===== src/design/lpf_pkg.sv =====
// shared constants, types and tables for the landmark polar feature block
// no dependencies; imported by every other design file
package lpf_pkg;

  localparam int NUM_POINTS   = 68;
  localparam int COORD_BITS   = 13;
  localparam int IDX_BITS     = 7;
  localparam int SLOT_BITS    = (NUM_POINTS > 1) ? $clog2(NUM_POINTS) : 1;
  localparam int TOT_BITS     = COORD_BITS + SLOT_BITS;
  localparam int OFF_BITS     = COORD_BITS + 1;
  localparam int RAD_BITS     = COORD_BITS + 5;
  localparam int ANG_BITS     = 17;
  localparam int ANGM_BITS    = 15;
  localparam int DEG90        = 23040;
  localparam int CORDIC_STEPS = 23;
  localparam int STEP_BITS    = 5;
  localparam int CX_BITS      = COORD_BITS + 21;
  localparam int CZ_BITS      = 25;
  localparam int SQ_BITS      = 2 * COORD_BITS + 10;
  localparam int CFG_ADDR_BITS = 8;

  // centroid divide by reciprocal multiply
  localparam int DIV_SH   = TOT_BITS + 7;
  localparam int DIV_MW   = DIV_SH - SLOT_BITS + 2;
  localparam int DIV_PW   = TOT_BITS + DIV_MW;
  localparam logic [DIV_MW-1:0] DIV_M =
    DIV_MW'(((64'd1 << DIV_SH) + 64'(NUM_POINTS) - 64'd1) / 64'(NUM_POINTS));

  localparam logic [CFG_ADDR_BITS-1:0] REG_NOSE_TOP    = CFG_ADDR_BITS'(0);
  localparam logic [CFG_ADDR_BITS-1:0] REG_NOSE_BOTTOM = CFG_ADDR_BITS'(1);
  localparam logic [IDX_BITS-1:0]      NOSE_TOP_RST    = IDX_BITS'(26);
  localparam logic [IDX_BITS-1:0]      NOSE_BOTTOM_RST = IDX_BITS'(29);

  localparam logic OP_STORE = 1'b0;
  localparam logic OP_QUERY = 1'b1;

  // atan(2^-i) in 2^-16 degree
  localparam logic signed [CZ_BITS-1:0] ATAN_TAB [CORDIC_STEPS] = '{
    25'sd2949120, 25'sd1740967, 25'sd919879, 25'sd466945, 25'sd234379,
    25'sd117265, 25'sd58666, 25'sd29335, 25'sd14668, 25'sd7334, 25'sd3667,
    25'sd1833, 25'sd917, 25'sd458, 25'sd229, 25'sd115, 25'sd57, 25'sd29,
    25'sd14, 25'sd7, 25'sd4, 25'sd2, 25'sd1
  };

  typedef struct packed {
    logic                  start;
    logic [COORD_BITS-1:0] a;
    logic [COORD_BITS-1:0] b;
  } cordic_req_t;

  function automatic logic [SLOT_BITS-1:0] clamp_slot(input logic [IDX_BITS-1:0] i);
    if (int'(i) < NUM_POINTS) return SLOT_BITS'(i);
    else return SLOT_BITS'(NUM_POINTS - 1);
  endfunction

endpackage


===== src/design/lpf_store.sv =====
// landmark point memory, one write and one registered read per cycle
// depends on lpf_pkg; entries never written read as zero through valid bits
module lpf_store (
  input  logic                           clk,
  input  logic                           rst_n,
  input  logic                           rd_en,
  input  logic [lpf_pkg::SLOT_BITS-1:0]  rd_addr,
  output logic [lpf_pkg::COORD_BITS-1:0] rd_x,
  output logic [lpf_pkg::COORD_BITS-1:0] rd_y,
  input  logic                           wr_en,
  input  logic [lpf_pkg::SLOT_BITS-1:0]  wr_addr,
  input  logic [lpf_pkg::COORD_BITS-1:0] wr_x,
  input  logic [lpf_pkg::COORD_BITS-1:0] wr_y
);
  import lpf_pkg::*;

  logic [2*COORD_BITS-1:0] mem [NUM_POINTS];
  logic [NUM_POINTS-1:0]   vld_r;
  logic [2*COORD_BITS-1:0] rd_data_r;
  logic                    rd_vld_r;

  always_ff @(posedge clk) begin
    if (wr_en) begin
      mem[wr_addr] <= {wr_x, wr_y};
    end
    if (rd_en) begin
      rd_data_r <= mem[rd_addr];
    end
  end

  always_ff @(posedge clk) begin
    if (!rst_n) begin
      vld_r    <= '0;
      rd_vld_r <= 1'b0;
    end else begin
      if (wr_en) vld_r[wr_addr] <= 1'b1;
      if (rd_en) rd_vld_r <= vld_r[rd_addr];
    end
  end

  assign rd_x = rd_vld_r ? rd_data_r[2*COORD_BITS-1:COORD_BITS] : '0;
  assign rd_y = rd_vld_r ? rd_data_r[COORD_BITS-1:0] : '0;

endmodule


===== config.mk =====
export PLATFORM = sky130hd
export DESIGN_NAME = lpf_store
export DESIGN_NICKNAME = d
export VERILOG_FILES = /design/src/design/lpf_pkg.sv /design/src/design/lpf_store.sv
export SDC_FILE = /design/constraint.sdc
export NUM_CORES = 2
export LEC_CHECK = 0
export ABC_CLOCK_PERIOD_IN_PS = 6100
export BUFFER_PORTS_ARGS = -buffer_cell sky130_fd_sc_hd__buf_2
export CAP_MARGIN = 15
export CORE_ASPECT_RATIO = 1.25
export CORE_MARGIN = 5
export CORE_UTILIZATION = 40
export DETAILED_ROUTE_END_ITERATION = 16
export GPL_TIMING_DRIVEN = 0
export SLEW_MARGIN = 10
export SYNTH_ARGS = -nofsm -noshare
export SYNTH_HDL_FRONTEND = slang
export SYNTH_SLANG_ARGS = --single-unit

===== constraint.sdc =====
create_clock -name clk -period 6.1 [get_ports clk]
set_input_delay 0.61 -clock clk [delete_from_list [all_inputs] [get_ports clk]]
set_output_delay 0.61 -clock clk [all_outputs]
set_load 0.02 [all_outputs]

==> flow_summary_export.csv <==
group,metric,value,unit
global_routing,grt_max_degree,69,
power_and_ir_drop,power.density,316,nW/um^2
setup_path,crit_chain,"buf_2 > buf_2 > buf_2 > nand3b_1 > clkbuf_1 > o221ai_1 > a221oi_1 > nor3_1 > a211o_1",
global_routing,grt_usage,25.1,%
power_and_ir_drop,intPower,20.3,mW
synthesis,postSynthCellCount,3260,
synthesis,synth_top_cells_by_area,"edfxtp_1 76%, mux4_2 12%, mux2i_1 2.4%",
setup_path,cp-end-kind,"flop",
placed_design,port_buffers,66,
placed_design,dp.cells,5783,
detailed_routing,viasPerCell,6.21,
cts,cts_resized,0,
detailed_routing,wl,238000,um
setup_path,cp_max_fo,12,
synthesis,synth_fa_ha_area_share,0,%
global_routing,antenna_found_initial,28,
power_and_ir_drop,finalPower,26.1,mW
power_and_ir_drop,p_clk_share,40.2,%
cts,htreeDepth,4,
layout,design_area,82500,um^2
synthesis,synthSimpleGateAreaFrac,1.73,%
global_routing,overflow,0,
cts,numCtsBuffers,168,
power_and_ir_drop,combinationalPowerShare,5.8,%
power_and_ir_drop,p_sw,5.79,mW
synthesis,synth_edf_count,1794,
cts,cts_tree,"built",
timing,postLayoutSetupSlackWorst,1.38,ns
setup_path,start_kind,"input port",
layout,final_util,46.5,%
synthesis,syn_area_per_cell,21.9,um^2
run_status,status,"finished clean",
timing,grt_setup_unrepaired,"no",
global_routing,grt_pass1_vias,36700,
global_routing,grt_pass1_wl,319000,um
setup_path,crit_arrival,5.38,ns
detailed_routing,dr_total_vias,37900,
synthesis,synthDistinctLibCells,65,
setup_path,timing.critical_path.slowest_stage_cell,"nand3b_1",
timing,worst_pin_slew,1.39,ns
cts,cts_num_sinks,1863,
synthesis,synth_top_area_share,75.5,%
layout,drive_gt1_share,27.6,%
synthesis,ys.flop_type,"edfxtp_1",
die,core,177000,um^2
die,ioPinCount,70,
synthesis,yosysTopAreaCell,"edfxtp_1",
cts,cts_root_buf,"clkbuf_16",
power_and_ir_drop,p_leak,26.0,nW
synthesis,syn_nets,3304,
hold_path,hold_path_class,"in2reg",
timing,fmax,212,MHz
synthesis,ys_seq_area_share,77.5,%
setup_path,cp_slowest_stage_delay,1.00,ns
die,rows,173,
setup_path,reg2reg_from,"mem[63][3]",
die,die_x,388,um
hold_path,hp-start,"wr_x[12]",
placed_design,postPlaceCellArea,77100,um^2
die,start_util,40.2,%
detailed_routing,drtAntennaViolNets,0,
timing,period_share,77.5,%
setup_path,cp-startpoint,"rd_addr[1]",
cts,ctsHoldBuffers,0,
die,die_h,482,um
setup_path,critPathKind,"in2reg",
synthesis,synth_top_family_by_area,"multiplexers",
detailed_routing,firstDrtPassIters,6,
synthesis,synth_xor_area_share,0,%
timing,finalSetupViolations,0,
detailed_routing,drc,0,
timing,fin_tns_setup,0,ns
setup_path,critPathMostFrequentCell,"buf_2",
cts,postCtsSetupBuffers,0,
detailed_routing,drt_iter0_drc,5438,
layout,final_cells,6100,
synthesis,synth_async_sr_flop_share,0,%
cts,clk_pin_slew,0.07,ns
synthesis,synth-seq-cells,1863,
flow_run,maxCapViolations,0,
power_and_ir_drop,vdd_drop_max,0.000285,V
power_and_ir_drop,p_seq_share,54.0,%
layout,final_nets,3639,
setup_path,required,6.75,ns
cts,clk_latency,0.81,ns
placed_design,place_ws,0.735,ns
synthesis,netlist_top_cells_count,"1794 x edfxtp_1, 395 x mux4_2, 169 x mux2i_1",
synthesis,synth.area.mux_share,15.4,%
placed_design,dp_hpwl,161000,um
synthesis,synth_compound_area_share,3.87,%
power_and_ir_drop,p_sw_share,22.2,%
cts,cts_max_path_buffers,3,
placed_design,place_congestion,0.876,
detailed_routing,post_drt_wl_per_cell,39.0,um
synthesis,synth_warnings,0,
timing,hold_ws,0.234,ns
layout,fillers,14600,
timing,slew_headroom,7.05,%
timing,slew_violations,0,
timing,fin_crit,4.72,ns
die,dieArea,187000,um^2
synthesis,yosysMostFrequentCell,"edfxtp_1",
timing,clock_skew,0.0285,ns
timing,hold_viol_final,0,
synthesis,syn-cell-area,71300,um^2
layout,syn_to_final_growth,15.7,%
-- sequential cells by signal, summed over array words and instances, names as in the netlist --
register   count
vld_r         68
rd_vld_r       1
mem         1768
rd_data_r     26
-- worst max-delay path: cells and delay by family --
kind / cells / cell delay (ns)
buf+inv: 4 / 1.92
simple gates: 2 / 1.70
compound gates: 3 / 1.11
-- cell usage in the layout (no fill, tap or decap), types with 22 or more instances in the layout --
master,synthesis,layout
edfxtp_1,1794,1794
mux4_2,395,395
clkbuf_16,0,173
mux2i_1,169,169
buf_2,65,116
clkbuf_1,60,90
dfxtp_1,69,69
o21a_1,68,68
nor2_4,0,65
buf_12,0,61
buf_4,28,53
o22ai_1,47,47
nand2_1,42,42
mux2_2,35,35
clkinv_1,0,35
a22o_1,32,32
and2_1,29,29
a21oi_1,28,28
clkinv_2,0,28
nor2_1,91,26
a211o_1,23,23
a22oi_1,23,23
buf_6,17,22
nand3_1,22,22
-- kinds of logic after synthesis --
group,after synthesis
flip-flops,1863
multiplexers,601
AO/OA/AOI/OAI,360
AND/OR/NAND/NOR,249
buffers and inverters,187
-- area by class of cell --
class,count,area (um^2),area share [%]
timing repair buffer,165,2340,2.83
multi-input combinational,1210,15500,18.8
clock inverter,94,837,1.01
buffer,184,1060,1.28
clock buffer,210,4500,5.45
sequential,1863,55300,67.0
tap,2362,2960,3.58
inverter,3,11.3,0.0136
antenna,9,22.5,0.0273
-- power groups by stage --
stage | Combinational, mW | Sequential [mW] | Clock, mW
floorplan | 0.688 | 14.4 | 0
global placement | 1.43 | 14.4 | 0
detailed placement | 1.49 | 14.4 | 0
CTS | 1.49 | 14.1 | 10.6
global route | 1.54 | 14.1 | 11.1
finish | 1.52 | 14.1 | 10.5
-- final timing paths --
path              endpoint  slack (ns)  depth (start not counted)
max          rd_data_r[13]        1.38                          9
min            mem[30][25]        0.23                          1
max reg2reg   rd_data_r[3]        2.78                          5
min reg2reg      vld_r[59]        0.46                          1
-- routing by layer --
metal	global-route usage (%)	share of wire, %	vias to the layer above
li1	-	-	14500
met1	31.2	35	20100
met2	41.1	48	2642
met4	13.9	6.8	20
met5	0	0.052	-
met3	5.62	11	610
Power figures use the tool's default switching activity.
