## config.mk

```make
export PLATFORM = sky130hd
export DESIGN_NAME = lpf_sqrt
export DESIGN_NICKNAME = d
export VERILOG_FILES = /design/src/design/lpf_pkg.sv /design/src/design/lpf_sqrt.sv
export SDC_FILE = /design/constraint.sdc
export NUM_CORES = 1
export LEC_CHECK = 0
export BUFFER_PORTS_ARGS = -buffer_cell sky130_fd_sc_hd__buf_2
export CORE_MARGIN = 1.5
export CORE_UTILIZATION = 30
export DETAILED_ROUTE_END_ITERATION = 10
export PLACE_DENSITY = 0.52
export SLEW_MARGIN = 5
export SYNTH_ARGS = -nofsm -noshare
export SYNTH_HDL_FRONTEND = slang
export SYNTH_SLANG_ARGS = --single-unit
```

## constraint.sdc

```tcl
create_clock -name clk -period 24.3 [get_ports clk]
set_input_delay 4.86 -clock clk [delete_from_list [all_inputs] [get_ports clk]]
set_output_delay 4.86 -clock clk [all_outputs]
set_load 0.02 [all_outputs]
```

## src/design/lpf_pkg.sv

```systemverilog
// shared constants, types and tables for the landmark polar feature block
// no dependencies; imported by every other design file
package lpf_pkg;

  localparam int NUM_POINTS   = 68;
  localparam int COORD_BITS   = 13;
  localparam int IDX_BITS     = 7;
  localparam int SLOT_BITS    = (NUM_POINTS > 1) ? $clog2(NUM_POINTS) : 1;
  localparam int TOT_BITS     = COORD_BITS + SLOT_BITS;
  localparam int OFF_BITS     = COORD_BITS + 1;
  localparam int RAD_BITS     = COORD_BITS + 5;
  localparam int ANG_BITS     = 17;
  localparam int ANGM_BITS    = 15;
  localparam int DEG90        = 23040;
  localparam int CORDIC_STEPS = 23;
  localparam int STEP_BITS    = 5;
  localparam int CX_BITS      = COORD_BITS + 21;
  localparam int CZ_BITS      = 25;
  localparam int SQ_BITS      = 2 * COORD_BITS + 10;
  localparam int CFG_ADDR_BITS = 8;

  // centroid divide by reciprocal multiply
  localparam int DIV_SH   = TOT_BITS + 7;
  localparam int DIV_MW   = DIV_SH - SLOT_BITS + 2;
  localparam int DIV_PW   = TOT_BITS + DIV_MW;
  localparam logic [DIV_MW-1:0] DIV_M =
    DIV_MW'(((64'd1 << DIV_SH) + 64'(NUM_POINTS) - 64'd1) / 64'(NUM_POINTS));

  localparam logic [CFG_ADDR_BITS-1:0] REG_NOSE_TOP    = CFG_ADDR_BITS'(0);
  localparam logic [CFG_ADDR_BITS-1:0] REG_NOSE_BOTTOM = CFG_ADDR_BITS'(1);
  localparam logic [IDX_BITS-1:0]      NOSE_TOP_RST    = IDX_BITS'(26);
  localparam logic [IDX_BITS-1:0]      NOSE_BOTTOM_RST = IDX_BITS'(29);

  localparam logic OP_STORE = 1'b0;
  localparam logic OP_QUERY = 1'b1;

  // atan(2^-i) in 2^-16 degree
  localparam logic signed [CZ_BITS-1:0] ATAN_TAB [CORDIC_STEPS] = '{
    25'sd2949120, 25'sd1740967, 25'sd919879, 25'sd466945, 25'sd234379,
    25'sd117265, 25'sd58666, 25'sd29335, 25'sd14668, 25'sd7334, 25'sd3667,
    25'sd1833, 25'sd917, 25'sd458, 25'sd229, 25'sd115, 25'sd57, 25'sd29,
    25'sd14, 25'sd7, 25'sd4, 25'sd2, 25'sd1
  };

  typedef struct packed {
    logic                  start;
    logic [COORD_BITS-1:0] a;
    logic [COORD_BITS-1:0] b;
  } cordic_req_t;

  function automatic logic [SLOT_BITS-1:0] clamp_slot(input logic [IDX_BITS-1:0] i);
    if (int'(i) < NUM_POINTS) return SLOT_BITS'(i);
    else return SLOT_BITS'(NUM_POINTS - 1);
  endfunction

endpackage

```

## src/design/lpf_sqrt.sv

```systemverilog
// bit-serial square root with round to nearest, one result bit per cycle
// depends on lpf_pkg
module lpf_sqrt (
  input  logic                         clk,
  input  logic                         rst_n,
  input  logic                         start,
  input  logic [lpf_pkg::SQ_BITS-1:0]  value,
  output logic                         busy,
  output logic [lpf_pkg::RAD_BITS-1:0] result
);
  import lpf_pkg::*;

  logic [SQ_BITS-1:0]  rem_r, root_r, bit_r, rem_nxt, root_nxt, trial;
  logic                busy_r;
  logic [RAD_BITS-1:0] res_r;

  always_comb begin
    trial = root_r + bit_r;
    if (rem_r >= trial) begin
      rem_nxt  = rem_r - trial;
      root_nxt = (root_r >> 1) + bit_r;
    end else begin
      rem_nxt  = rem_r;
      root_nxt = root_r >> 1;
    end
  end

  always_ff @(posedge clk) begin
    if (!rst_n) begin
      busy_r <= 1'b0;
      res_r  <= '0;
    end else if (start) begin
      busy_r <= 1'b1;
    end else if (busy_r && bit_r[0]) begin
      busy_r <= 1'b0;
      res_r  <= RAD_BITS'(root_nxt) + RAD_BITS'(rem_nxt > root_nxt);
    end
  end

  always_ff @(posedge clk) begin
    if (start) begin
      rem_r  <= value;
      root_r <= '0;
      bit_r  <= SQ_BITS'(1) << (SQ_BITS - 2);
    end else if (busy_r) begin
      rem_r  <= rem_nxt;
      root_r <= root_nxt;
      bit_r  <= bit_r >> 2;
    end
  end

  assign busy   = busy_r;
  assign result = res_r;

endmodule

```

==> results of run 1 <==
kinds of logic after synthesis:
kind of cell / Yosys count
multiplexers: 58
AO/OA/AOI/OAI: 395
AND/OR/NAND/NOR: 432
flip-flops: 109
XOR/XNOR: 115
buffers and inverters: 108
adder cells (fa/ha/maj): 112
registers in the layout, summed over array words and instances (netlist names):
name / cells
bit_r: 18
busy: 1
rem_r: 36
result: 18
root_r: 36
cell usage after synthesis, types with 5 or more instances:
library cell and n:
xnor2_1 65, mux2_2 30, a21o_1 31, o31ai_1 10, nor3_1 21, a21oi_1 100, or3_1 8, edfxtp_1 36
nor2_1 139, a21boi_0 5, xor2_1 48, nand2b_1 15, clkbuf_1 48, o211ai_1 5, a31oi_1 42, and3_1 12
a31o_2 5, ha_1 110, o21ai_0 80, o21a_1 14, a211oi_1 32, o21bai_1 10, nand2_1 131, mux2i_1 28
inv_1 30, nor2b_1 15, dfxtp_1 73, a211o_1 5, nand4_1 23, o21ba_2 5, nand3_1 25, buf_2 21
nor4_1 7
cells in the final DEF (no fill, tap or decap), types with 7 or more instances in the layout:
cell | Yosys | final
buf_2 | 21 | 57
nand4_1 | 23 | 23
mux2_2 | 30 | 30
a21oi_1 | 100 | 100
o21ai_0 | 80 | 80
o31ai_1 | 10 | 10
xor2_1 | 48 | 48
buf_4 | 2 | 10
nand2b_1 | 15 | 15
o21a_1 | 14 | 14
edfxtp_1 | 36 | 36
a31oi_1 | 42 | 42
a211oi_1 | 32 | 32
and3_1 | 12 | 12
nor3_1 | 21 | 21
clkbuf_16 | 0 | 9
nor2b_1 | 15 | 15
nor4_1 | 7 | 7
mux2i_1 | 28 | 28
xnor2_1 | 65 | 65
or3_1 | 8 | 8
inv_1 | 30 | 30
nand3_1 | 25 | 25
o21bai_1 | 10 | 10
a21o_1 | 31 | 31
ha_1 | 110 | 110
nor2_1 | 139 | 139
dfxtp_1 | 73 | 72
nand2_1 | 131 | 131
routing by layer:
metal	GRT usage [%]	part of all wire, %	vias up
li1	-	-	4881
met1	23.39	45	4712
met2	33.02	50	196
met3	2.119	3.2	37
met4	4.919	1.9	0
met5	0	0	-
power groups by stage:
stage	Sequential [mW]	Clock [mW]	Combinational [mW]
after floorplan	0.265	0	0.783
after global placement	0.284	0	1.03
after detailed placement	0.284	0	1.02
after CTS	0.280	0.175	1.03
after global routing	0.286	0.182	1.15
final	0.280	0.169	1.03
worst max-delay path: cells and delay by family (launching register included):
kind                       cells  cell delay (ns)
buffers and inverters          1             0.58
muxes                          2             0.65
adders and majority gates      5             1.64
and+or+nand+nor               13             2.52
DFF                            1             0.49
AOI/OAI and AO/OA             18             3.84
area by class of cell:
cell class,instances,area share [%]
multi-input cells,1112,66.33
well taps,461,4.955
clock buffers,9,1.935
clock inverters,7,0.8599
flip-flops and latches,109,21.85
repair buffers,67,3.096
inverters,30,0.9674
per-stage QoR:
| stage | power, mW | setup slack [ns] | util (%) | area (um2) |
|---|---|---|---|---|
| after floorplan | 1.047 | 16.63 | - | 10730 |
| after global placement | 1.311 | 14.76 | 31.97 | 11310 |
| after detailed placement | 1.309 | 14.58 | 31.97 | 11310 |
| after CTS | 1.489 | 14.50 | 32.88 | 11640 |
| after global routing | 1.620 | 13.56 | 32.88 | 11640 |
| final | 1.482 | 14.45 | 32.88 | 11640 |
worst max-delay path by stage:
stage | end | slack [ns]
6_report | result[17] | 14.45
3_5_place_dp | result[17] | 14.58
2_1_floorplan | result[6] | 16.63
4_1_cts | result[17] | 14.50
3_3_place_gp | result[17] | 14.76
5_1_grt | result[17] | 13.56
==> metrics, run 1 <==
Yosys reg bits=109; Ys Warns=0; setup_tns=0 ns; CTS Buf Count=9; CP peak stage delay=0.61 ns; non-filler cells, final=1795; first-pass GRT wire length=53.30 mm; switching power=about 750 uW; grt total ovfl=0; leading post-synthesis cells by cell area=dfxtp_1, ha_1, edfxtp_1, xnor2_1, nor2_1; TritonCTS clock tree=yes; Post-synth EDFFs=36; ant diodes=0; worst hold slack=0.4567 ns; # DRC=0; post-route ant nets=0; cell count after placement=1779; largest net degree at the start of global routing=56; Yosys cell types=93; die extent in y=approximately 190 um; Core Region=0.03540 mm2; H-tree depth=3; Synth Area in Compound Gates=24.23%; VDD IR max=0.08174 mV; via density per instance=roughly 5.5; Gate power share=69.7%; PD cells=127.4 mW/mm2; main combinational cell family by area after synthesis=compound AO/OA/AOI/OAI gates; mux contribution to synthesized area=~5.8%; Fill cells=3801; final net count=1479; Area growth syn-to-layout=8.464%; Post-CTS Hold Fix Bufs=0; Pre-antenna DRT Iters=4; GPL Wtd Cong=0.8963; CTS clk-pin slew, worst paths=0.09 ns; vias in the first global route=approximately 9400; worst setup path startpoint=root_r[2]; Seq/Total Area, Yosys=roughly a quarter; Worst Tran Pin Value=0.9334 ns; Post-Syn Instances=1329; Synth Area in Adders=a little over an eighth; Tcrit/Tclk final=40.55%; Avg WL per Cell=18.56 um; clock share of power=11.4%; CP max-delay cell=nand2_2; Final Skew=0.01409 ns; hold path cells=2; XOR/XNOR share of the synthesized area=9.525%; Crit Path Max Fanout=45; startpoint types=flip-flop; largest area contributor in the synthesized netlist=dfxtp_1; Reg2Reg Launch Point=root_r[2]; Sw Ratio=50.60%; DR iter-0 viols=596; FP Rows=69; Final Hold Viols=0; share of power burned in registers=18.9%; P_leak=4.429 nW; Worst Hold Launch=result[1]; worst path required time=~25 ns; RR Endpoint=result[17]; die area=0.03692 mm2; Arr. time, crit path=10.14 ns; initial antenna violation count=0; Worst Setup Path Type=flip-flop to flip-flop; via count=9826; fraction of layout cells with a size suffix above 1=11.32%; syn nets=about 1500; Internal=around 730 uW; most used cell, CP=ha_1; R2R Setup Slk=14.45 ns; cells on worst reg2reg path=39; status=finished clean; IO buf count=57; Max Slew Vio Count=0; Setup-failing EPs final=0; total track usage=18.51%; max-cap violations=0; area used by multi-input combinational logic=just under 0.008 mm2; placed wire-length estimate=~26 mm; Avg Synthesized Cell Area=8.075 um2; post_cts resized=0; top cell type's share of synthesized area=13.62%; fraction of the mapped netlist area in simple logic gates=19.33%; Async S/R FF share, synth=0%; clock sink count=109; Die Span X=192.1 um; Critical Path Sink Type=flip-flop; Post-Syn Area=0.01073 mm2; Hold Path End=result[1]; Starting Density=30.32%; postcts setup bufs=0; prevailing post-synth register cell=dfxtp_1; worst hold path type=flip-flop to flip-flop; I/O pin count=a little under 60; f_max=around 100 MHz; Clock Latency Late Sink=0.38 ns; max_slew headroom=a little under two fifths; Reg area=~0.0025 mm2; post-layout min period=9.854 ns; Routed WL=33.31 mm; clk buf depth=2; CTS root buffer=clkbuf_16; RSZ-0062 raised after global routing=no
Power figures use the tool's default switching activity.
==> inputs of run 2 (changes only) <==
clock period = 9.85 ns   (was 24.3 ns; I/O delays follow)
==> run 2 against run 1 <==
Sequential power is 150% higher. Worst setup slack worse by 14 ns. Global-route usage is 0.071 points higher. Cell area rose by 0.49%. Combinational power grew to 2.5 times the previous value. Sequential share of layout area down 0.11 points. Count of clock-buffer cells in the layout is the same. Flip-flop and latch count did not move. Fmax rose by 8.6%. Largest cell class unchanged.
==> metrics, run 2 (synthesized netlist as in run 1, its figures left out) <==
Core Region=0.03540 mm2 (unchanged); vias in the first global route=9280 (was 9433); via count=9729 (was 9826); RSZ-0062 raised after global routing=no (unchanged); Tcrit/Tclk final=92.09% (was 40.55%); max_slew headroom=35.97% (was 37.77%); Avg WL per Cell=18.87 um (was 18.56 um); share of power burned in registers=18.8% (was 18.9%); clk buf depth=2 (unchanged); startpoint types=flip-flop (unchanged); Reg area=0.002544 mm2 (unchanged); I/O pin count=58 (unchanged); P_leak=4.469 nW (was 4.429 nW); clock share of power=11.3% (was 11.4%); CP max-delay cell=dfxtp_1 (was nand2_2); CP peak stage delay=0.48 ns (was 0.61 ns); FP Rows=69 (unchanged); Routed WL=34.02 mm (was 33.31 mm); initial antenna violation count=0 (unchanged); Internal=1.829 mW (was 732.4 uW); post-layout min period=9.071 ns (was 9.854 ns); DR iter-0 viols=592 (was 596); Design Area, Final=0.01170 mm2 (was 0.01164 mm2); Crit Path Max Fanout=46 (was 45); Final Skew=0.01363 ns (was 0.01409 ns); non-filler cells, final=1803 (was 1795); Setup-failing EPs final=0 (unchanged); status=finished clean (unchanged); Final Hold Viols=0 (unchanged); # DRC=0 (unchanged); Gate power share=70.0% (was 69.7%); Setup WS pre-CTS=0.8764 ns (was 14.58 ns); Sw Ratio=50.35% (was 50.60%); Fill cells=3808 (was 3801); Clock Latency Late Sink=0.38 ns (about the same); setup_tns=0 ns (unchanged); postcts setup bufs=0 (unchanged); clock sink count=109 (unchanged); Max Slew Vio Count=0 (unchanged); Post-CTS Hold Fix Bufs=0 (unchanged); delay-heaviest family, CP=compound AO/OA/AOI/OAI gates (unchanged); Buffers & Inverters on Critical Path=1 (unchanged); total track usage=18.58% (was 18.51%); final net count=1487 (was 1479); most used cell, CP=ha_1 (unchanged); largest registers=rem_r x36, root_r x36 (unchanged); cell count after placement=1787 (was 1779); IO buf count=57 (unchanged); grt total ovfl=0 (unchanged); CTS clk-pin slew, worst paths=0.09 ns (about the same); Die Span X=192.1 um (unchanged); CTS root buffer=clkbuf_16 (unchanged); GPL Wtd Cong=0.8836 (was 0.8963); post-route ant nets=0 (unchanged); CTS Buf Count=9 (unchanged); placed wire-length estimate=26.15 mm (was 25.72 mm); TritonCTS clock tree=yes (unchanged); die extent in y=192.1 um (unchanged); VDD IR max=0.1662 mV (was 0.08174 mV); f_max=110.2 MHz (was 101.5 MHz); PD cells=314.9 mW/mm2 (was 127.4 mW/mm2); area used by multi-input combinational logic=0.007721 mm2 (unchanged); worst path required time=10.15 ns (was 24.59 ns); Arr. time, crit path=9.37 ns (was 10.14 ns); fraction of layout cells with a size suffix above 1=11.85% (was 11.32%); post_cts resized=0 (unchanged); Critical Path Sink Type=flip-flop (unchanged); final setup margin=0.7793 ns (was 14.45 ns); ant diodes=0 (unchanged); switching power=1.855 mW (was 750.1 uW); die area=0.03692 mm2 (unchanged); commonest non-fill, non-tap cell in the layout=nor2_1 (unchanged); most frequent cells in the layout=nor2_1, nand2_1, ha_1 (unchanged); largest net degree at the start of global routing=67 (was 56); Area growth syn-to-layout=9.001% (was 8.464%); max-cap violations=0 (unchanged); Pre-antenna DRT Iters=5 (was 4); via density per instance=5.396 (was 5.474); Worst Tran Pin Value=0.9604 ns (was 0.9334 ns); first-pass GRT wire length=52.79 mm (was 53.30 mm); Worst Setup Path Type=flip-flop to flip-flop (unchanged); worst hold path type=flip-flop to flip-flop (unchanged); Starting Density=30.32% (unchanged); dpl cell area=0.01139 mm2 (was 0.01131 mm2); H-tree depth=3 (unchanged)
==> run 2: final cells by class <==
| cell class | instances | area share [%] |
|---|---|---|
| Clock buffer | 9 | 1.925 |
| Timing Repair Buffer | 75 | 3.701 |
| Tap cell | 461 | 4.931 |
| Multi-Input combinational cell | 1112 | 66.01 |
| Inverter | 30 | 0.9627 |
| Sequential cell | 109 | 21.75 |
| Clock inverter | 7 | 0.7273 |
==> run 2: path summary, 6_finish.rpt <==
path | slack [ns] | start | cells after the start | to
worst max-delay path | 0.78 | root_r[2] | 39 | result[17]
worst min-delay path | 0.45 | result[9] | 2 | result[9]
worst max register to register | 0.78 | root_r[2] | 39 | result[17]
worst min register to register | 0.45 | result[9] | 2 | result[9]
==> run 2: metrics by stage <==
| step | hold slack, ns | utilization, % | power (mW) |
|---|---|---|---|
| 3_3_place_gp | 0.4433 | 32.17 | 3.246 |
| 2_1_floorplan | 0.4638 | - | 2.584 |
| 5_1_grt | 0.4880 | 33.05 | 4.014 |
| 6_report | 0.4532 | 33.05 | 3.684 |
| 3_5_place_dp | 0.4512 | 32.17 | 3.249 |
| 4_1_cts | 0.4615 | 33.05 | 3.683 |
==> run 2: power by group through the flow <==
stage               sequential [mW]  clock (mW)  combinational, mW
floorplan                     0.653           0               1.93
global placement              0.701           0               2.54
detailed placement            0.700           0               2.55
CTS                           0.691       0.425               2.57
global route                  0.704       0.438               2.87
finish                        0.692       0.415               2.58
==> run 2: per-layer routing <==
metal  part of all wire (%)  vias to the layer above  track usage [%]
li1                       -                     4890                -
met1                     44                     4569            23.25
met2                     50                      231            33.12
met3                    4.0                       39            2.613
met4                    1.9                        0            4.830
met5                      0                        -                0
==> run 2: worst register-to-register path, delay by kind of cell, from the launching register on <==
kind	cells	cell delay (ns)
AO/OA/AOI/OAI	18	3.73
adder cells (fa/ha/maj)	5	1.66
buffers and inverters	1	0.26
flip-flops	1	0.48
multiplexers	2	0.75
AND/OR/NAND/NOR	13	2.10
==> inputs of run 3 (changes only) <==
clock period = 9.6 ns   (was 9.85 ns; I/O delays follow)
==> run 3 against run 2 <==
Cell count rose by 0.17%. First-iteration DRC count rose by 2.9%. Sequential power rose by 1%. Hold slack got worse by 0.00098 ns. Clock power fell by 4%. Largest power group unchanged. Critical path type unchanged. Critical endpoint unchanged. Non-clock buffer count rose by 3. Cell area rose by 0.14%. Register-to-register slack got worse by 0.11 ns. Global-route usage fell by 0.32 points. Flip-flop and latch count did not move. Utilization barely moved.
==> metrics, run 3 (synthesized netlist as in run 1, its figures left out) <==
status=finished clean (unchanged); Reg2Reg Launch Point=root_r[12] (was root_r[2]); max_slew headroom=37.16% (was 35.97%); clock share of power=10.6% (was 11.3%); clock sink count=109 (unchanged); Area growth syn-to-layout=9.152% (was 9.001%); via count=9794 (was 9729); fraction of layout cells with a size suffix above 1=12.19% (was 11.85%); Starting Density=30.32% (unchanged); worst path required time=9.89 ns (was 10.15 ns); most frequent cells in the layout=nor2_1, nand2_1, ha_1 (unchanged); CTS Buf Count=9 (unchanged); CTS root buffer=clkbuf_16 (unchanged); post-layout min period=8.935 ns (was 9.071 ns); first-pass GRT wire length=52.26 mm (was 52.79 mm); setup_tns=0 ns (unchanged); worst setup path startpoint=root_r[12] (was root_r[2]); worst hold slack=0.4522 ns (was 0.4532 ns); largest net degree at the start of global routing=60 (was 67); Reg area=0.002544 mm2 (unchanged); FP Rows=69 (unchanged); RR Endpoint=result[17] (unchanged); VDD IR max=0.1865 mV (was 0.1662 mV); TritonCTS clock tree=yes (unchanged); Setup WS pre-CTS=0.6238 ns (was 0.8764 ns); PD cells=319.1 mW/mm2 (was 314.9 mW/mm2); DR iter-0 viols=609 (was 592); share of power burned in registers=18.8% (about the same); Post-CTS Hold Fix Bufs=0 (unchanged); total track usage=18.25% (was 18.58%); most used cell, CP=nor2_1 (was ha_1); grt total ovfl=0 (unchanged); post-layout total power=3.737 mW (was 3.684 mW); Routed WL=33.29 mm (was 34.02 mm); P_leak=4.473 nW (was 4.469 nW); via density per instance=5.423 (was 5.396); startpoint types=flip-flop (unchanged); die extent in y=192.1 um (unchanged); vias in the first global route=9355 (was 9280); commonest non-fill, non-tap cell in the layout=nor2_1 (unchanged); Sw Ratio=50.52% (was 50.35%); die area=0.03692 mm2 (unchanged); Pre-antenna DRT Iters=6 (was 5); crit path to=result[17] (unchanged); Setup-failing EPs final=0 (unchanged); CTS clk-pin slew, worst paths=0.09 ns (about the same); Clock Latency Late Sink=0.38 ns (about the same); I/O pin count=58 (unchanged); CP max-delay cell=nor2_8 (was dfxtp_1); CP peak stage delay=0.73 ns (was 0.48 ns); H-tree depth=3 (unchanged); clk buf depth=2 (unchanged); Die Span X=192.1 um (unchanged); Final Skew=0.01646 ns (was 0.01363 ns); max-cap violations=0 (unchanged); worst hold path type=flip-flop to flip-flop (unchanged); Worst Setup Path Type=flip-flop to flip-flop (unchanged); Gate power share=70.6% (was 70.0%); area used by multi-input combinational logic=0.007741 mm2 (was 0.007721 mm2); Worst Tran Pin Value=0.9426 ns (was 0.9604 ns); Arr. time, crit path=9.22 ns (was 9.37 ns); RSZ-0062 raised after global routing=no (unchanged); Fill cells=3846 (was 3808); # DRC=0 (unchanged); placed wire-length estimate=25.55 mm (was 26.15 mm); post-route ant nets=0 (unchanged); switching power=1.888 mW (was 1.855 mW); Core Region=0.03540 mm2 (unchanged); f_max=111.9 MHz (was 110.2 MHz); Avg WL per Cell=18.43 um (was 18.87 um); largest registers=rem_r x36, root_r x36 (unchanged); Max Slew Vio Count=0 (unchanged); final setup margin=0.6650 ns (was 0.7793 ns); initial antenna violation count=1 (was 0); Critical Path Sink Type=flip-flop (unchanged); Tcrit/Tclk final=93.07% (was 92.09%); GPL Wtd Cong=0.9039 (was 0.8836); final net count=1490 (was 1487); R2R Setup Slk=0.67 ns (was 0.78 ns); Internal=1.849 mW (was 1.829 mW); Final Hold Viols=0 (unchanged); ant diodes=0 (unchanged); IO buf count=57 (unchanged); cells on worst reg2reg path=41 (was 39); Crit Path Max Fanout=59 (was 46); postcts setup bufs=0 (unchanged)
run 3: through the flow:
step | instances | utilization [%] | cell area, um2
6_report | 1806 | 33.09 | 11710
5_1_grt | 1806 | 33.09 | 11710
4_1_cts | 1806 | 33.02 | 11690
3_5_place_dp | 1790 | 32.20 | 11400
3_3_place_gp | 1790 | 32.20 | 11400
2_1_floorplan | 1329 | - | 10730
run 3: what timing repair did:
item | in CTS | in global routing
resized for setup | 0 | 5
endpoints found under the hold margin | 0 | 0
setup endpoints to repair | 0 | 10
run 3: worst min-delay path by stage:
stage / to / cells after the start / slack, ns / from
after floorplan: root_r[0] / 2 / 0.46 / root_r[0]
after global placement: result[5] / 2 / 0.44 / result[5]
after detailed placement: result[11] / 2 / 0.44 / result[11]
after CTS: result[11] / 2 / 0.46 / result[11]
after global routing: result[5] / 2 / 0.48 / result[5]
final: result[11] / 2 / 0.45 / result[11]
run 3: worst max-delay path, delay by kind of cell, from the launching register on:
family          cells  cell delay, ns
compound gates     16            3.09
xor+xnor            1            0.18
fa+ha+maj           4            1.33
buf+inv             1            0.34
flops               1            0.41
mux                 1            0.30
simple gates       18            3.20
run 3: area by class of cell:
type,instances,share of cell area (%)
tap,461,4.924
clock inverter,7,0.5448
multi-input combinational,1112,66.09
timing repair buffer,78,3.845
inverter,30,0.9613
clock buffer,9,1.923
sequential,109,21.72
run 3: power by group through the flow:
stage | registers, mW | logic [mW] | clock network (mW)
finish | 0.702 | 2.64 | 0.397
global route | 0.715 | 2.95 | 0.425
CTS | 0.703 | 2.61 | 0.406
detailed placement | 0.713 | 2.60 | 0
global placement | 0.714 | 2.58 | 0
floorplan | 0.670 | 1.98 | 0
run 3: routing by layer:
layer  part of all wire (%)  global-route usage (%)  wire, um  vias up
met5                      0                       0         0        -
met4                    2.6                   5.516       876        0
met3                    4.5                   2.503      1509       47
met2                     49                   31.89     16170      252
met1                     44                   23.12     14730     4604
li1                       -                       -         -     4891
