<file path="config.mk">
export PLATFORM = sky130hd
export DESIGN_NAME = lpf_cordic
export DESIGN_NICKNAME = d
export VERILOG_FILES = /design/src/design/lpf_pkg.sv /design/src/design/lpf_cordic.sv
export SDC_FILE = /design/constraint.sdc
export NUM_CORES = 1
export LEC_CHECK = 0
export BUFFER_PORTS_ARGS = -buffer_cell sky130_fd_sc_hd__buf_2
export CAP_MARGIN = 5
export CORE_MARGIN = 1.5
export CORE_UTILIZATION = 70
export CTS_CLUSTER_DIAMETER = 120
export DETAILED_ROUTE_END_ITERATION = 7
export PLACE_DENSITY_LB_ADDON = 0.08
export RECOVER_POWER = 25
export SYNTH_ARGS = -nofsm -noshare
export SYNTH_HDL_FRONTEND = slang
export SYNTH_SLANG_ARGS = --single-unit
</file>
<file path="constraint.sdc">
create_clock -name clk -period 12.1 [get_ports clk]
set_input_delay 0.605 -clock clk [delete_from_list [all_inputs] [get_ports clk]]
set_output_delay 0.605 -clock clk [all_outputs]
set_load 0.02 [all_outputs]
</file>
<file path="src/design/lpf_pkg.sv">
// shared constants, types and tables for the landmark polar feature block
// no dependencies; imported by every other design file
package lpf_pkg;

  localparam int NUM_POINTS   = 68;
  localparam int COORD_BITS   = 13;
  localparam int IDX_BITS     = 7;
  localparam int SLOT_BITS    = (NUM_POINTS > 1) ? $clog2(NUM_POINTS) : 1;
  localparam int TOT_BITS     = COORD_BITS + SLOT_BITS;
  localparam int OFF_BITS     = COORD_BITS + 1;
  localparam int RAD_BITS     = COORD_BITS + 5;
  localparam int ANG_BITS     = 17;
  localparam int ANGM_BITS    = 15;
  localparam int DEG90        = 23040;
  localparam int CORDIC_STEPS = 23;
  localparam int STEP_BITS    = 5;
  localparam int CX_BITS      = COORD_BITS + 21;
  localparam int CZ_BITS      = 25;
  localparam int SQ_BITS      = 2 * COORD_BITS + 10;
  localparam int CFG_ADDR_BITS = 8;

  // centroid divide by reciprocal multiply
  localparam int DIV_SH   = TOT_BITS + 7;
  localparam int DIV_MW   = DIV_SH - SLOT_BITS + 2;
  localparam int DIV_PW   = TOT_BITS + DIV_MW;
  localparam logic [DIV_MW-1:0] DIV_M =
    DIV_MW'(((64'd1 << DIV_SH) + 64'(NUM_POINTS) - 64'd1) / 64'(NUM_POINTS));

  localparam logic [CFG_ADDR_BITS-1:0] REG_NOSE_TOP    = CFG_ADDR_BITS'(0);
  localparam logic [CFG_ADDR_BITS-1:0] REG_NOSE_BOTTOM = CFG_ADDR_BITS'(1);
  localparam logic [IDX_BITS-1:0]      NOSE_TOP_RST    = IDX_BITS'(26);
  localparam logic [IDX_BITS-1:0]      NOSE_BOTTOM_RST = IDX_BITS'(29);

  localparam logic OP_STORE = 1'b0;
  localparam logic OP_QUERY = 1'b1;

  // atan(2^-i) in 2^-16 degree
  localparam logic signed [CZ_BITS-1:0] ATAN_TAB [CORDIC_STEPS] = '{
    25'sd2949120, 25'sd1740967, 25'sd919879, 25'sd466945, 25'sd234379,
    25'sd117265, 25'sd58666, 25'sd29335, 25'sd14668, 25'sd7334, 25'sd3667,
    25'sd1833, 25'sd917, 25'sd458, 25'sd229, 25'sd115, 25'sd57, 25'sd29,
    25'sd14, 25'sd7, 25'sd4, 25'sd2, 25'sd1
  };

  typedef struct packed {
    logic                  start;
    logic [COORD_BITS-1:0] a;
    logic [COORD_BITS-1:0] b;
  } cordic_req_t;

  function automatic logic [SLOT_BITS-1:0] clamp_slot(input logic [IDX_BITS-1:0] i);
    if (int'(i) < NUM_POINTS) return SLOT_BITS'(i);
    else return SLOT_BITS'(NUM_POINTS - 1);
  endfunction

endpackage

</file>
<file path="src/design/lpf_cordic.sv">
// iterative vectoring cordic: atan(b/a) in 1/256 degree, one step per cycle
// depends on lpf_pkg
module lpf_cordic (
  input  logic                          clk,
  input  logic                          rst_n,
  input  lpf_pkg::cordic_req_t          req,
  output logic                          busy,
  output logic [lpf_pkg::ANGM_BITS-1:0] result
);
  import lpf_pkg::*;

  logic signed [CX_BITS-1:0] x_r, y_r, x_nxt, y_nxt, xs, ym, yms;
  logic signed [CZ_BITS-1:0] z_r, z_nxt;
  logic [CZ_BITS-1:0]        zp, zr;
  logic [STEP_BITS-1:0]      i_r;
  logic                      busy_r;
  logic [ANGM_BITS-1:0]      res_r, fin;

  always_comb begin
    xs    = x_r >>> i_r;
    ym    = y_r[CX_BITS-1] ? -y_r : y_r;
    yms   = ym >>> i_r;
    x_nxt = x_r + yms;
    if (!y_r[CX_BITS-1]) begin
      y_nxt = y_r - xs;
      z_nxt = z_r + ATAN_TAB[i_r];
    end else begin
      y_nxt = y_r + xs;
      z_nxt = z_r - ATAN_TAB[i_r];
    end
    // clamp at zero, round to 1/256 degree, clamp at 90 degrees
    zp = z_nxt + CZ_BITS'(128);
    zr = zp >> 8;
    if (z_nxt[CZ_BITS-1]) fin = '0;
    else if (zr > CZ_BITS'(DEG90)) fin = ANGM_BITS'(DEG90);
    else fin = zr[ANGM_BITS-1:0];
  end

  always_ff @(posedge clk) begin
    if (!rst_n) begin
      busy_r <= 1'b0;
      res_r  <= '0;
    end else if (req.start) begin
      if (req.b == '0) begin
        busy_r <= 1'b0;
        res_r  <= '0;
      end else begin
        busy_r <= 1'b1;
      end
    end else if (busy_r && i_r == STEP_BITS'(CORDIC_STEPS - 1)) begin
      busy_r <= 1'b0;
      res_r  <= fin;
    end
  end

  always_ff @(posedge clk) begin
    if (req.start) begin
      x_r <= CX_BITS'({req.a, 16'd0});
      y_r <= CX_BITS'({req.b, 16'd0});
      z_r <= '0;
      i_r <= '0;
    end else if (busy_r) begin
      x_r <= x_nxt;
      y_r <= y_nxt;
      z_r <= z_nxt;
      i_r <= i_r + STEP_BITS'(1);
    end
  end

  assign busy   = busy_r;
  assign result = res_r;

endmodule

</file>
==> impl_summary.txt, run 1 <==
----------------------------------------------------
[Status]
  Run status ... finished with violations
  Violations in the final reports ... capacitance limit, slew limit

[Hold path]
  Type of the worst min-delay path ... input pin to register

[Floorplanning]
  Standard-cell row count ... 55
  Overall die area ... 24000 µm²
  X dimension of the die ... 155 µm
  Die outline height ... 155 µm
  Core region area ... 22600 µm²
  Effective utilization at floorplan ... 0.713
  Io pins ... 45

[Cells and area]
  Number of cells in the finished layout apart from fillers ... 2307
  Count of nets after finishing ... 2144
  Area overhead of the layout relative to synthesis ... 4.56%
  Diodes inserted ... 0
  Fraction of layout cells with a size suffix above 1 ... 0.0979
  Final Cell Area ... 16900 µm²

[Critical path]
  Maximum fanout along the worst path ... 17
  Crit path DAT ... 7.98 ns
  End of the critical path ... x_r[28]
  Start point of the critical path ... y_r[11]
  Type of element launching the critical path ... register
  Start-to-end type of the worst setup path ... register to register
  Slack of the worst reg-to-reg path ... 4.29 ns
  Cell depth of the worst flop-to-flop path ... 23
  CP endpoint kind ... register
  R2R Path End ... x_r[28]
  Endpoint required time on the critical path ... 12.27 ns
  R2R Path Start ... y_r[11]

[CTS]
  Source-to-sink clock delay at the later pin of the worst-skew pair ... 0.45 ns
  CTS root buf ... sky130_fd_sc_hd__clkbuf_16
  Clock-pin slew on the worst setup and hold paths ... 0.07 ns
  Htree depth ... 4
  # clock sinks ... 114
  # resized after CTS ... 0
  CTS tree ... done
  Setup repair bufs after CTS ... 0
  TritonCTS Buffers ... 17
  Hold_buf cts ... 0
  Buffer depth of the longest clock path ... 2

[Route]
  DRT iter0 DRCs ... 1736
  Antenna Violating Nets Remaining ... 0
  Via count ... 16158
  Detailed-route vias per instance ... 7.00
  Average wire per standard cell ... 21.5 µm
  Routed Wire Length ... 49700 µm
  DRT Pass-1 Iters ... 6
  DRC violations left ... 0

[Placed design]
  Area of placed instances ... 16300 µm²
  Buffers added on ports ... 44
  Final Wtd Congestion ... 1.02
  Dpl hpwl ... 36800 µm
  Cells after DPL ... 2275

[Synthesis]
  Synthesized Nets ... 2191
  Mapped Area ... 16100 µm²
  Synth area leader ... sky130_fd_sc_hd__dfxtp_1
  Synthesized area per cell ... 7.85 µm²
  Cell types occupying the most area after synthesis ... sky130_fd_sc_hd__dfxtp_1 11%, sky130_fd_sc_hd__ha_1 8.0%, sky130_fd_sc_hd__mux4_2 7.1%, sky130_fd_sc_hd__mux2i_1 6.6%, sky130_fd_sc_hd__a21oi_1 5.3%
  Most frequent cell after synthesis ... sky130_fd_sc_hd__nor2_1
  Leading register cell type out of synthesis ... sky130_fd_sc_hd__dfxtp_1
  Fraction of post-synthesis cell area in the top cell type by area ... 0.109
  Seq cells post-synth ... 114
  Total of warnings raised by yosys ... 0
  Unique cell type count in the Yosys netlist ... 96
  Synthesized instance count ... 2056
  List of most frequent post-synthesis cells ... 208 x sky130_fd_sc_hd__nor2_1, 197 x sky130_fd_sc_hd__nand2_1, 170 x sky130_fd_sc_hd__a21oi_1
  Number of flops mapped to enable cells by yosys ... 26
  Asr flop ratio synth ... 0
  Fraction of the yosys area taken by sequential cells ... 0.157

[Power and ir drop]
  VDD IR-drop max ... 187 µV
  Static leakage ... 7.29 nW
  Power Total ... 4.64 mW
  Pwr Density ... 275 nW/µm²

[Job]
  Max-cap violations ... 1

[Timing]
  Setup repair after global routing missed its margin ... no
  Maximum achievable frequency ... 128 MHz
  Hold Violations, Final ... 0
  Final max-slew violation count ... 56
  Total negative slack for setup checks ... 0 ns
  Slew Limit Headroom ... -1.61
  Skew final ... 0.0195 ns
  Final period util ... 0.645
  Setup Viol. Count Final ... 0
  Worst Tran Pin Value ... 3.92 ns
  Smallest hold slack ... 0.435 ns
  Shortest period the worst path allows ... 7.81 ns

[GRT]
  Maximum number of pins on one net before global-route repair ... 85
  First-pass GRT wire length ... 78400 µm
  Number of global-route vias before repair ... 14570
  Overflow left after global routing ... 0
  Total track usage ... 0.411
  Initial antenna violation count ... 0

----------------------------------------------------
-- per-layer routing --
| metal | global-route usage | routed length, µm |
|---|---|---|
| met5 | 0 | 0 |
| met4 | 0.196 | 2330 |
| met3 | 0.0733 | 4670 |
| met2 | 0.660 | 22500 |
| met1 | 0.538 | 20100 |
-- layout make-up --
class                      count  area (µm²)
timing repair buffer          64         345
tap                          285         357
multi-input combinational   1751       12800
inverter                      61         229
fill                        1786        5760
clock buffer                  18         429
clock inverter                14         155
sequential                   114        2550
-- report_power, final --
group | switching [mW] | leakage, nW | internal, mW
clock network | 0.225 | 0.270 | 0.305
registers | 0.148 | 0.994 | 0.486
logic | 2.09 | 6.02 | 1.39
total | 2.46 | 7.29 | 2.18
-- stage by stage --
| stage | util | worst slack, ns |
|---|---|---|
| after detailed placement | 0.721 | 4.70 |
| after global routing | 0.746 | 3.91 |
| after global placement | 0.721 | 5.04 |
| after CTS | 0.747 | 4.64 |
| after floorplan | - | 5.20 |
| final | 0.746 | 4.29 |
-- worst min path at each step --
stage / from / end / cells past startpoint
after global routing: req[14] / x_r[17] / 3
after global placement: result[5] / result[5] / 2
final: req[14] / x_r[17] / 3
after detailed placement: result[10] / result[10] / 2
after CTS: req[16] / x_r[19] / 3
after floorplan: z_r[22] / z_r[22] / 2
-- placed cells by master, fill, tap and decap left out, types with 32 or more instances in the layout --
master	instances
sky130_fd_sc_hd__o21ai_0	113
sky130_fd_sc_hd__mux4_2	51
sky130_fd_sc_hd__a211oi_1	32
sky130_fd_sc_hd__xnor2_1	91
sky130_fd_sc_hd__nor3_1	41
sky130_fd_sc_hd__xor2_1	68
sky130_fd_sc_hd__nand3_1	43
sky130_fd_sc_hd__dfxtp_1	82
sky130_fd_sc_hd__o31ai_1	37
sky130_fd_sc_hd__a21o_1	45
sky130_fd_sc_hd__a21oi_1	170
sky130_fd_sc_hd__nor2_1	207
sky130_fd_sc_hd__nand2_1	197
sky130_fd_sc_hd__ha_1	103
sky130_fd_sc_hd__mux2i_1	107
sky130_fd_sc_hd__inv_1	56
-- critical path: stages (launching register included) --
cell	delay, ns
sky130_fd_sc_hd__dfxtp_1	0.41
sky130_fd_sc_hd__nor4_1	0.59
sky130_fd_sc_hd__nand4bb_1	0.74
sky130_fd_sc_hd__or2_1	0.62
sky130_fd_sc_hd__o41ai_1	0.43
sky130_fd_sc_hd__xor2_1	0.36
sky130_fd_sc_hd__a21oi_1	0.12
sky130_fd_sc_hd__mux2i_1	0.38
sky130_fd_sc_hd__a21oi_1	0.19
sky130_fd_sc_hd__mux2_2	0.35
sky130_fd_sc_hd__nand2_1	0.07
sky130_fd_sc_hd__o21ai_1	0.12
sky130_fd_sc_hd__fa_1	0.48
sky130_fd_sc_hd__a21o_1	0.17
sky130_fd_sc_hd__a21o_1	0.21
sky130_fd_sc_hd__a2111oi_0	0.77
sky130_fd_sc_hd__o31ai_1	0.30
sky130_fd_sc_hd__nand4_1	0.18
sky130_fd_sc_hd__a21oi_1	0.12
sky130_fd_sc_hd__o2111ai_1	0.30
sky130_fd_sc_hd__a31oi_1	0.19
sky130_fd_sc_hd__a21oi_1	0.21
sky130_fd_sc_hd__xor2_1	0.15
sky130_fd_sc_hd__o21ai_0	0.09
-- flip-flops by register name (all words and copies together), names as in the netlist --
name / flops
i_r: 5
z_r: 25
x_r: 34
busy: 1
result: 15
y_r: 34
-- cells by family (layout without fill, tap and decap cells) --
group | count (synthesis) | in the layout | synth area share
xor+xnor | 159 | 159 | 0.0863
mux | 197 | 197 | 0.174
buf+inv | 191 | 157 | 0.0491
compound gates | 604 | 604 | 0.247
flops | 114 | 114 | 0.157
fa+ha+maj | 106 | 106 | 0.0836
simple gates | 685 | 685 | 0.202
No activity file was read; power rests on OpenSTA's default activity.
==> run 2, diff against run 1 <==
- CORE_UTILIZATION: 70 -> 66
- clock period: 12.1 -> 7.95 ns (I/O delays scaled with it)
==> impl_summary.txt, run 2 (synthesized netlist as in run 1, its figures left out) <==
----------------------------------------------------
[Cells and area]
  Diodes inserted ... 0 (unchanged)
  FILL cells ... 2046 (+15%)
  Fraction of layout cells with a size suffix above 1 ... 0.102 (+0.00449)
  Regs by FF count ... x_r x34, y_r x34, z_r x25
  Area overhead of the layout relative to synthesis ... 5.37%
  Flip-flop and latch area ... 2550 µm² (unchanged)
  Most used cells in the layout excluding fill and tap cells ... 207 x sky130_fd_sc_hd__nor2_1, 197 x sky130_fd_sc_hd__nand2_1, 170 x sky130_fd_sc_hd__a21oi_1
  Count of nets after finishing ... 2153 (+0.42%)
  Utilization of the core after routing ... 0.704 (-0.0419)
  Most common cell after layout, fill and taps aside ... sky130_fd_sc_hd__nor2_1
  Area of the multi-input gates ... 12800 µm² (about the same)
  Number of cells in the finished layout apart from fillers ... 2355 (+2.1%)

[CTS]
  CTS root buf ... sky130_fd_sc_hd__clkbuf_16
  Hold_buf cts ... 0 (unchanged)
  Htree depth ... 4 (unchanged)
  TritonCTS Buffers ... 17 (unchanged)
  Buffer depth of the longest clock path ... 2 (unchanged)
  CTS tree ... done
  Source-to-sink clock delay at the later pin of the worst-skew pair ... 0.45 ns (about the same)
  # clock sinks ... 114 (unchanged)
  Clock-pin slew on the worst setup and hold paths ... 0.07 ns (about the same)

[Timing]
  Slew Limit Headroom ... -1.66 (-0.0448)
  Shortest period the worst path allows ... 7.10 ns (-0.712 ns)
  Fin worst setup slack ... 0.853 ns (-3.44 ns)
  Setup repair after global routing missed its margin ... no
  Final max-slew violation count ... 56 (unchanged)
  Maximum achievable frequency ... 141 MHz (+10%)
  Final period util ... 0.893 (+0.247)
  Total negative slack for setup checks ... 0 ns (unchanged)
  Hold Violations, Final ... 0 (unchanged)
  Skew final ... 0.0178 ns (-0.00172 ns)
  Worst Tran Pin Value ... 3.98 ns (+0.0672 ns)
  Setup Viol. Count Final ... 0 (unchanged)

[Floorplanning]
  Standard-cell row count ... 57 (+3.6%)
  Effective utilization at floorplan ... 0.668 (-0.0453)
  Io pins ... 45 (unchanged)
  Core region area ... 24200 µm² (+6.8%)
  Overall die area ... 25400 µm² (+5.9%)
  Die outline height ... 159 µm (+2.9%)
  X dimension of the die ... 159 µm (+2.9%)

[Job]
  Max-cap violations ... 1 (unchanged)

[Critical path]
  Critical Path Most Common Cell ... sky130_fd_sc_hd__a21oi_1
  Critical path buffers and inverters ... 1 (+1)
  Crit path DAT ... 7.27 ns (-0.71 ns)
  Start-to-end type of the worst setup path ... register to register
  Max incr delay on CP ... 0.61 ns (-0.16 ns)
  Maximum fanout along the worst path ... 14 (-3)
  Endpoint required time on the critical path ... 8.12 ns (-4.15 ns)
  CP max stage cell ... sky130_fd_sc_hd__a2111oi_0
  Cell family contributing the most delay on the critical path ... compound AO/OA/AOI/OAI gates
  Type of element launching the critical path ... register
  CP endpoint kind ... register

[Power and ir drop]
  Internal portion of total power ... 3.31 mW (+52%)
  VDD IR-drop max ... 221 µV (+18%)
  Sw power ... 3.75 mW (+52%)
  Power Total ... 7.06 mW (+52%)
  Pwr Density ... 415 nW/µm² (+51%)
  Sequential cell fraction of total power ... 0.136 (about the same)
  Share of total power in combinational logic ... 0.752 (+0.003)
  Static leakage ... 7.36 nW (+0.97%)
  Share of total power consumed by net switching ... 0.531 (+0.000760)
  Clock share of power ... 0.112 (-0.002)

[Route]
  DRT Pass-1 Iters ... 5 (-1)
  Average wire per standard cell ... 21.4 µm (-0.65%)
  Antenna Violating Nets Remaining ... 0 (unchanged)
  Routed Wire Length ... 50400 µm (+1.4%)
  Detailed-route vias per instance ... 6.87 (-1.9%)
  Via count ... 16175 (+0.11%)
  DRC violations left ... 0 (unchanged)
  DRT iter0 DRCs ... 1613 (-7.1%)

[GRT]
  Maximum number of pins on one net before global-route repair ... 84 (-1.2%)
  Overflow left after global routing ... 0 (unchanged)
  Total track usage ... 0.393 (-0.0188)
  Number of global-route vias before repair ... 14824 (+1.7%)
  Initial antenna violation count ... 1 (+1)
  First-pass GRT wire length ... 80100 µm (+2.1%)

[Placed design]
  Dpl ws ... 0.694 ns (-4.00 ns)
  Cells after DPL ... 2322 (+2.1%)
  Buffers added on ports ... 44 (unchanged)
  Final Wtd Congestion ... 0.997 (-2.5%)
  Dpl hpwl ... 37800 µm (+2.7%)

[Status]
  Violations in the final reports ... capacitance limit, slew limit
  Run status ... finished with violations

[Hold path]
  Type of the worst min-delay path ... input pin to register

----------------------------------------------------
-- run 2: area by class of cell --
| type | count | area share |
|---|---|---|
| Tap cell | 324 | 0.0238 |
| Inverter | 61 | 0.0135 |
| Clock inverter | 12 | 0.00552 |
| Timing Repair Buffer | 73 | 0.0255 |
| Sequential cell | 114 | 0.150 |
| Clock buffer | 20 | 0.0282 |
| Multi-Input combinational cell | 1751 | 0.754 |
-- run 2: what timing repair did --
item	CTS	global route
gates resized for setup	0	1
endpoints found under the setup margin	0	10
buffers inserted	0	1
-- run 2: power groups by stage --
| stage | Combinational, mW | Clock [mW] | Sequential [mW] |
|---|---|---|---|
| 2_1_floorplan | 4.08 | 0 | 0.853 |
| 3_3_place_gp | 5.05 | 0 | 0.955 |
| 3_5_place_dp | 5.14 | 0 | 0.962 |
| 4_1_cts | 5.18 | 0.792 | 0.952 |
| 5_1_grt | 5.80 | 0.807 | 0.980 |
| 6_report | 5.31 | 0.791 | 0.959 |
-- run 2: routing by layer --
layer | track usage | vias to the layer above | part of all wire | routed length [µm]
met1 | 0.512 | 7682 | 0.41 | 20500
met2 | 0.633 | 731 | 0.46 | 23100
met4 | 0.182 | 2 | 0.045 | 2280
met3 | 0.0701 | 160 | 0.087 | 4390
li1 | - | 7600 | - | -
met5 | 0 | - | 0.00022 | 11
-- run 2: per-stage QoR --
| stage | hold slack [ns] | cell area [µm²] |
|---|---|---|
| detailed placement | 0.442 | 16400 |
| global route | 0.234 | 17000 |
| finish | 0.226 | 17000 |
| CTS | 0.221 | 17000 |
| floorplan | 0.432 | 16100 |
| global placement | 0.430 | 16400 |
-- run 2: final timing paths --
kind / start / endpoint / slack [ns] / cells after the start
hold reg to reg: result[10] / result[10] / 0.46 / 2
setup reg to reg: y_r[1] / x_r[28] / 0.85 / 25
hold / removal: req[19] / x_r[22] / 0.23 / 3
setup / recovery: y_r[1] / x_r[28] / 0.85 / 25
-- run 2: worst reg2reg max path: stages (launching register included) --
cell	delay, ns
sky130_fd_sc_hd__dfxtp_1	0.39
sky130_fd_sc_hd__inv_1	0.10
sky130_fd_sc_hd__ha_1	0.23
sky130_fd_sc_hd__nor4b_2	0.41
sky130_fd_sc_hd__nand2_1	0.46
sky130_fd_sc_hd__or3_1	0.53
sky130_fd_sc_hd__o21ai_1	0.18
sky130_fd_sc_hd__xor2_1	0.31
sky130_fd_sc_hd__mux2i_1	0.14
sky130_fd_sc_hd__mux2i_1	0.36
sky130_fd_sc_hd__a21oi_1	0.21
sky130_fd_sc_hd__mux2_2	0.33
sky130_fd_sc_hd__nand2_1	0.07
sky130_fd_sc_hd__o21ai_1	0.12
sky130_fd_sc_hd__fa_1	0.47
sky130_fd_sc_hd__a21o_1	0.18
sky130_fd_sc_hd__a21o_1	0.21
sky130_fd_sc_hd__a2111oi_0	0.61
sky130_fd_sc_hd__o31ai_1	0.28
sky130_fd_sc_hd__nand4_1	0.19
sky130_fd_sc_hd__a21oi_1	0.12
sky130_fd_sc_hd__o2111ai_1	0.32
sky130_fd_sc_hd__a31oi_1	0.19
sky130_fd_sc_hd__a21oi_1	0.21
sky130_fd_sc_hd__xor2_1	0.14
sky130_fd_sc_hd__o21ai_0	0.08
==> run 3, diff against run 2 <==
- MAX_ROUTING_LAYER: unset -> met4
- PLACE_DENSITY: unset -> 0.88
- PLACE_DENSITY_LB_ADDON: 0.08 -> unset
==> impl_summary.txt, run 3 (synthesized netlist as in run 1, its figures left out) <==
----------------------------------------------------
[CTS]
  Hold_buf cts ... 0 (unchanged)
  CTS root buf ... sky130_fd_sc_hd__clkbuf_16
  TritonCTS Buffers ... 17 (unchanged)
  Buffer depth of the longest clock path ... 2 (unchanged)
  # resized after CTS ... 0 (unchanged)
  Htree depth ... 4 (unchanged)
  Setup repair bufs after CTS ... 0 (unchanged)
  # clock sinks ... 114 (unchanged)
  CTS tree ... done
  Source-to-sink clock delay at the later pin of the worst-skew pair ... 0.45 ns (about the same)
  Clock-pin slew on the worst setup and hold paths ... 0.07 ns (about the same)

[Power and ir drop]
  Share of total power in combinational logic ... 0.752 (about the same)
  Sequential cell fraction of total power ... 0.135 (about the same)
  Static leakage ... 7.35 nW (about the same)
  Pwr Density ... 416 nW/µm² (+0.22%)
  Share of total power consumed by net switching ... 0.530 (-0.000798)
  Internal portion of total power ... 3.32 mW (+0.30%)
  VDD IR-drop max ... 256 µV (+16%)
  Clock share of power ... 0.114 (+0.002)
  Sw power ... 3.74 mW (about the same)

[Route]
  Average wire per standard cell ... 21.4 µm (+0.22%)
  DRT Pass-1 Iters ... 6 (+1)
  Detailed-route vias per instance ... 6.92 (+0.79%)
  DRT iter0 DRCs ... 1968 (+22%)
  Antenna Violating Nets Remaining ... 0 (unchanged)
  Routed Wire Length ... 50400 µm (+0.17%)
  Via count ... 16296 (+0.75%)
  DRC violations left ... 0 (unchanged)

[Placed design]
  Dpl hpwl ... 37600 µm (-0.40%)
  Buffers added on ports ... 44 (unchanged)
  Dpl ws ... 0.761 ns (+0.0677 ns)
  Area of placed instances ... 16400 µm² (about the same)
  Cells after DPL ... 2322 (unchanged)
  Final Wtd Congestion ... 1.01 (+1.3%)

[Critical path]
  Start-to-end type of the worst setup path ... register to register
  CP max stage cell ... sky130_fd_sc_hd__a2111oi_0
  Critical Path Most Common Cell ... sky130_fd_sc_hd__a21oi_1
  CP endpoint kind ... register
  Type of element launching the critical path ... register
  Endpoint required time on the critical path ... 8.13 ns (about the same)
  Max incr delay on CP ... 0.72 ns (+0.11 ns)
  Crit path DAT ... 7.63 ns (+0.36 ns)
  Maximum fanout along the worst path ... 14 (unchanged)

[Job]
  Max-cap violations ... 4 (+3)

[Cells and area]
  Area overhead of the layout relative to synthesis ... 5.28% (about the same)
  Number of cells in the finished layout apart from fillers ... 2354 (-0.042%)
  Most used cells in the layout excluding fill and tap cells ... 207 x sky130_fd_sc_hd__nor2_1, 197 x sky130_fd_sc_hd__nand2_1, 170 x sky130_fd_sc_hd__a21oi_1
  Diodes inserted ... 0 (unchanged)
  Count of nets after finishing ... 2152 (-0.046%)
  Regs by FF count ... x_r x34, y_r x34, z_r x25
  Most common cell after layout, fill and taps aside ... sky130_fd_sc_hd__nor2_1
  Final Cell Area ... 17000 µm² (about the same)
  Fraction of layout cells with a size suffix above 1 ... 0.100 (-0.00192)

[GRT]
  Overflow left after global routing ... 0 (unchanged)
  Initial antenna violation count ... 0 (-1)
  Number of global-route vias before repair ... 15083 (+1.7%)
  First-pass GRT wire length ... 80700 µm (+0.66%)
  Total track usage ... 0.407 (+0.0144)
  Maximum number of pins on one net before global-route repair ... 84 (unchanged)

[Floorplanning]
  Overall die area ... 25400 µm² (unchanged)
  Standard-cell row count ... 57 (unchanged)
  Effective utilization at floorplan ... 0.668 (unchanged)
  Die outline height ... 159 µm (unchanged)
  Core region area ... 24200 µm² (unchanged)
  X dimension of the die ... 159 µm (unchanged)
  Io pins ... 45 (unchanged)

[Status]
  Run status ... finished with violations
  Violations in the final reports ... capacitance limit, slew limit

[Timing]
  Hold Violations, Final ... 0 (unchanged)
  Setup Viol. Count Final ... 0 (unchanged)
  Maximum achievable frequency ... 134 MHz (-4.8%)
  Final period util ... 0.938 (+0.0451)
  Fin worst setup slack ... 0.494 ns (-0.359 ns)
  Shortest period the worst path allows ... 7.46 ns (+0.359 ns)
  Skew final ... 0.0174 ns (-0.000332 ns)
  Setup repair after global routing missed its margin ... no
  Worst Tran Pin Value ... 2.34 ns (-1.64 ns)
  Total negative slack for setup checks ... 0 ns (unchanged)
  Final max-slew violation count ... 123 (+120%)
  Slew Limit Headroom ... -0.562 (+1.09)

[Hold path]
  Type of the worst min-delay path ... input pin to register

----------------------------------------------------
-- run 3: cell types whose count changed in the layout (fill, tap and decap cells not counted), moves of 2 or more --
cell,change
sky130_fd_sc_hd__clkinv_4,-3
sky130_fd_sc_hd__inv_4,+3
sky130_fd_sc_hd__buf_4,-2
sky130_fd_sc_hd__inv_1,+2
sky130_fd_sc_hd__inv_2,-2
-- run 3: worst paths after layout --
kind                                 start    endpoint  slack (ns)  cells after the start
worst min-delay path               req[19]     x_r[22]        0.22                      3
worst max register to register      y_r[1]     x_r[28]        0.49                     25
worst max-delay path                y_r[1]     x_r[28]        0.49                     25
worst min register to register  result[10]  result[10]        0.45                      2
-- run 3: worst max-delay path: cells and delay by family, from the launching register on --
kind                     cells  cell delay [ns]
AND/OR/NAND/NOR              5             1.91
adder cells (fa/ha/maj)      2             0.69
AO/OA/AOI/OAI               12             2.81
XOR/XNOR                     2             0.45
flip-flops                   1             0.38
buffers and inverters        1             0.11
multiplexers                 3             0.84
-- run 3: per-layer routing --
metal,track usage,vias to the layer above,routed length [µm]
met3,0.0610,187,4700
met5,-,-,0
li1,-,7596,-
met4,0.199,0,2670
met2,0.641,888,22900
met1,0.511,7625,20200
-- run 3: power groups by stage --
stage / registers, mW / clock network [mW] / logic [mW]
6_report: 0.951 / 0.802 / 5.31
5_1_grt: 0.972 / 0.823 / 5.81
2_1_floorplan: 0.853 / 0 / 4.08
3_3_place_gp: 0.940 / 0 / 5.02
3_5_place_dp: 0.949 / 0 / 5.16
4_1_cts: 0.940 / 0.802 / 5.19
-- run 3: area by class of cell --
cell class                 count  area [µm²]
tap                          324         405
multi-input combinational   1751       12800
sequential                   114        2550
timing repair buffer          72         415
clock buffer                  19         464
inverter                      61         229
fill                        2016        7180
clock inverter                13         119
-- run 3: per-stage QoR --
step / power, mW / util / hold WS (ns)
finish: 7.07 / 0.703 / 0.222
global route: 7.60 / 0.703 / 0.230
CTS: 6.93 / 0.704 / 0.233
detailed placement: 6.11 / 0.680 / 0.434
global placement: 5.96 / 0.680 / 0.431
floorplan: 4.93 / - / 0.432
